File: config.mk
export PLATFORM = sky130hd
export DESIGN_NAME = khht_ctrl
export DESIGN_NICKNAME = d
export VERILOG_FILES = /design/src/rtl/core/khht_pkg.sv /design/src/rtl/core/khht_ctrl.sv
export SDC_FILE = /design/constraint.sdc
export NUM_CORES = 1
export LEC_CHECK = 0
export BUFFER_PORTS_ARGS = -buffer_cell sky130_fd_sc_hd__buf_2
export CORE_AREA = 2 2 39 41
export CTS_CLUSTER_SIZE = 24
export DETAILED_ROUTE_END_ITERATION = 8
export DIE_AREA = 0 0 41 43
export SYNTH_ARGS = -nofsm -noshare
export SYNTH_HDL_FRONTEND = slang
export SYNTH_SLANG_ARGS = --single-unit
File: constraint.sdc
create_clock -name clock -period 4 [get_ports clock]
set_clock_uncertainty 0.2 [all_clocks]
set_input_delay 0.6 -clock clock [delete_from_list [all_inputs] [get_ports clock]]
set_output_delay 0.6 -clock clock [all_outputs]
set_load 0.005 [all_outputs]
File: src/rtl/core/khht_pkg.sv
// Shared types and constants for the keyed handler map.
// Used by the controller, datapath, remainder unit, top level and checker.
package khht_pkg;

   localparam int BUCKETS_DEF = 23;
   localparam int WAYS_DEF    = 4;
   localparam int KEY_W       = 32;
   localparam int VAL_W       = 32;
   localparam int DIGIT_W     = 8;
   localparam int DIV_STEPS   = KEY_W / DIGIT_W;
   localparam int STEP_CNT_W  = $clog2(DIV_STEPS);

   typedef enum logic [1:0] {
      CMD_LOOKUP = 2'd0,
      CMD_INSERT = 2'd1,
      CMD_REMOVE = 2'd2,
      CMD_FLUSH  = 2'd3
   } cmd_type;

   typedef enum logic [2:0] {
      ST_DONE      = 3'd0,
      ST_INVALID   = 3'd1,
      ST_NOT_FOUND = 3'd2,
      ST_DUPLICATE = 3'd3,
      ST_FULL      = 3'd4
   } status_type;

   // controller -> datapath
   typedef struct packed {
      logic capture;
      logic div_step;
      logic mem_read;
      logic exec;
   } ctl_type;

   // datapath -> controller
   typedef struct packed {
      logic div_last;
      logic rsp_busy;
   } sts_type;

endpackage

File: src/rtl/core/khht_ctrl.sv
// Controller: sequences capture, bucket index, row read and execute for one beat.
// Depends on khht_pkg.
module khht_ctrl (
   input  logic              clock,
   input  logic              reset,
   input  logic              req_valid,
   output logic              req_ready,
   input  khht_pkg::sts_type sts,
   output khht_pkg::ctl_type ctl
);

   typedef enum logic [1:0] {
      S_IDLE,
      S_DIVIDE,
      S_READ,
      S_EXEC
   } state_type;

   state_type state_ff, state_in;

   always_comb begin
      state_in = state_ff;
      unique case (state_ff)
         S_IDLE:   if (req_valid)     state_in = S_DIVIDE;
         S_DIVIDE: if (sts.div_last)  state_in = S_READ;
         S_READ:                      state_in = S_EXEC;
         S_EXEC:   if (!sts.rsp_busy) state_in = S_IDLE;
      endcase
   end

   always_ff @(posedge clock) begin
      if (reset) begin
         state_ff <= S_IDLE;
      end else begin
         state_ff <= state_in;
      end
   end

   assign req_ready    = (state_ff == S_IDLE);
   assign ctl.capture  = (state_ff == S_IDLE) && req_valid;
   assign ctl.div_step = (state_ff == S_DIVIDE);
   assign ctl.mem_read = (state_ff == S_READ);
   // hold the execute until the result register is free
   assign ctl.exec     = (state_ff == S_EXEC) && !sts.rsp_busy;

endmodule

== After elaboration in Yosys (flattened, before gate mapping) ==
Cells that the tools add are included.
Cells by class
  $add $sub $neg: 0
  $mul: 0
  div/mod/pow operators: 0
  order comparisons: 0
  equality and inequality tests: 6
  shifts and indexed selects: 0
  muxes and demuxes: 4
  bitwise gates (word level): 0
  reduce and logical (&&, ||, !) cells: 5
Operators with widths (count)
  $pmux W2 S4: 1
  $mux W2: 3
  $ne A2 B2 Y1 const B: 3
  $eq A2 B2 Y1 const B: 2
  $reduce_and A3 Y1: 1
  $eq A2 B1 Y1 const B: 1
  $logic_and A1 B1 Y1: 2
  $logic_not A2 Y1: 1
  $logic_not A1 Y1: 1
Word-level totals
  flip-flop bits (word level): 2
  latch bits: 0
  bits in writable memories: 0
  memory bits (read-only): 0
  input port bits: 5
  output and inout port bits: 5
  logic and storage cells: 16
  memories kept: 0

== Logic depth before layout (Yosys ltp) ==
  depth in word-level cells: 3
  gate-level depth with buffers: 5
  mapped depth without buffers: 5

== Least setup slack after synthesis ==
OpenSTA, ideal clock, no wires.
  path kind: register to register
  from: register state_ff[0]
  to: register state_ff[0]
  setup time: 0.086 ns
  arrival: 1.312 ns
  required time: 3.714 ns
  setup slack: 2.402 ns
  stages on the path, launching flop included: 6
  buffers on the path: 0
  clock period less this slack: 1.598 ns
  cell sequence: dfxtp_1 inv_1 ha_1 nor2b_1 or3_1 a211oi_1
Between the ends
  word-level cells in the longest chain between the ends: 3
  elaborated cells on any way between the ends: 9
  classes of those cells: eq/ne: 6; mux: 1; reduce/logical: 2
RTL lines
  start: declaration: RTL line khht_ctrl.sv:19  | state_type state_ff, state_in;
  start signal: assignment: RTL line khht_ctrl.sv:35  | state_ff <= state_in;
  $logic_not A2 Y1 (*)
  net req_ready: RTL line khht_ctrl.sv:7  | output logic req_ready,
  $ne A2 B2 Y1 (no line)
  $reduce_and A3 Y1 (no line)
The timed path passes the listed nets; every way through them passes the cells marked *.
A chain may end at the register's enable or synchronous reset.

==> summary.txt <==
Resized Gates After CTS: 0
Synth Register Bits: 2
Core Area: 1380 µm²
Post-DP HPWL: 310 µm
Final std cells w/o fill: 48
Cell Rows: 14
H-tree depth: 1
Synth-to-Final Area Change: 50.4%
PD cells: 644 nW/µm²
Final setup vio count: 0
Endpoint of the worst hold path: state_ff[0]
Largest register FFs: 2
Post-synthesis net count: 29
Nets@finish: 43
TritonRoute pass-1 iters: 2
Commonest non-fill, non-tap cell in the layout: buf_2
Initial core utilization: 0.126
Worst Hold Class: register to register
FF+latch area: 40.0 µm²
Port bufs: 9
Diode count: 0
RSZ-0062 raised after global routing: no
Postcts setup bufs: 0
Final min period: 1.94 ns
Die Y-Extent: 43 µm
FF-to-FF Start: state_ff[1]
Worst hold start: state_ff[0]
CTS Root Cell: clkbuf_4
Largest net degree at the start of global routing: 5
F_max: 0.516 GHz
IO Pins: 10
Final wirelength: 394 µm
Cell count after placement: 45
Peak supply drop: 108 µV
Setup WS pre-CTS: 2.24 ns
Initial DRC Count: 4
Total GRT Usage: 0.0631
Mapped Area: 174 µm²
Die footprint: 1760 µm²
Number of global-route vias before repair: 168
Biggest registers after layout: state_ff x2
Worst setup SP type: register
Critical path arrival: 1.14 ns
Post-CTS Hold Fix Bufs: 0
Initial antenna violation count: 0
# fillers: 159
WHS Path Cells: 2
Vias per cell: 3.77
Routability cong.: 0.651
Worst reg2reg endpoint: state_ff[0]
Worst-Margin Slew: 0.322 ns
Maximum fanout along the worst path: 4
Tcrit/Tclk final: 0.485
Clk sinks: 2
Static Leak: 0.133 nW
Core Util, Final: 0.189
Critical path class: register to output pin
Vias: 181
Min Hold Slack: 0.351 ns
CP Data Required Time: 3.20 ns
Commonest cells after routing, fill and taps aside: buf_2, ha_1, inv_1, nor2b_1, clkbuf_4
Most flop-heavy register: state_ff
Hold Vio Cnt, Final: 0
CTS Buf Count: 3
First-pass GRT wire length: 634 µm
Slew headroom: 0.783
Worst reg2reg path depth: 5
Final Max Tran Viols: 0
Syn_area_per_cell: 8.70 µm²
Die Width: 41 µm
GRT overflow: 0
# DRC: 0
Antenna Nets Post-Route: 0
Avg WL per Cell: 8.21 µm
Max-cap viol count: 0
Final setup margin: 2.06 ns
Post-Syn Instances: 20
Clock-pin slew on the worst setup and hold paths: 0.03 ns
Longest Clk Path Bufs: 2
Layout cell share with drive strength beyond 1: 0.375
FF-to-FF setup slack: 2.28 ns
CTS tree: built
Post-synth cell types: 11
Later-pin clock latency in the skew report: 0.22 ns
Post-synthesis sequential area ratio: 0.230
Run status: complete, no violations
CP endpoint kind: output pin
Syn. warnings: 0
Area of the multi-input gates: 123 µm²
TNS Setup: 0 ns
cells in the mapped netlist:
cell type / n / area share
and2_1: 2 / 0.072
nor4_1: 1 / 0.036
inv_1: 3 / 0.065
o41ai_1: 1 / 0.050
a211oi_1: 1 / 0.043
ha_1: 4 / 0.29
dfxtp_1: 2 / 0.23
nor2b_1: 3 / 0.11
nand2_1: 1 / 0.022
o311ai_0: 1 / 0.050
or3_1: 1 / 0.036
worst max-delay path, cell delays in order (launching register included):
cell     delay, ns
dfxtp_1       0.35
inv_1         0.09
ha_1          0.23
and2_1        0.14
buf_2         0.12
area by class of cell:
cell class | count | share of cell area
sequential | 2 | 0.153
multi-input combinational | 15 | 0.469
tap | 16 | 0.0766
inverter | 3 | 0.0431
clock buffer | 3 | 0.0861
timing repair buffer | 9 | 0.172
metrics by stage:
stage	area (µm²)	total power, mW
final	262	0.169
after global routing	262	0.195
after floorplan	174	0.0942
after global placement	239	0.122
after CTS	262	0.173
after detailed placement	239	0.126
report_power, final:
group          internal, mW  total (mW)  switching [mW]
sequential           0.0295      0.0379         0.00837
clock                0.0331      0.0445          0.0114
combinational        0.0441      0.0861          0.0421
cells by family (layout without fill, tap and decap cells):
group / Yosys count / in the layout / share of synthesized area
simple gates: 8 / 8 / 0.273
fa+ha+maj: 4 / 4 / 0.288
compound gates: 3 / 3 / 0.144
buf+inv: 3 / 15 / 0.0647
flops: 2 / 2 / 0.230
worst max-delay path by stage:
stage                           start           to  cells after the start
after global routing      state_ff[0]       ctl[3]                      4
after floorplan           state_ff[0]  state_ff[0]                      5
after detailed placement       sts[0]  state_ff[0]                      4
after CTS                 state_ff[0]       ctl[3]                      4
after global placement      req_valid       ctl[3]                      3
final                     state_ff[0]       ctl[3]                      4
layer usage:
| metal | wire length, µm | up-vias | share of wire | track usage |
|---|---|---|---|---|
| met4 | 0 | 0 | 0 | 0.0600 |
| met3 | 51 | 0 | 0.13 | 0.0628 |
| met1 | 145 | 78 | 0.37 | 0.0447 |
| met2 | 196 | 9 | 0.50 | 0.0875 |
| li1 | - | 94 | - | - |
| met5 | 0 | - | 0 | 0 |
Power figures use the tool's default switching activity.
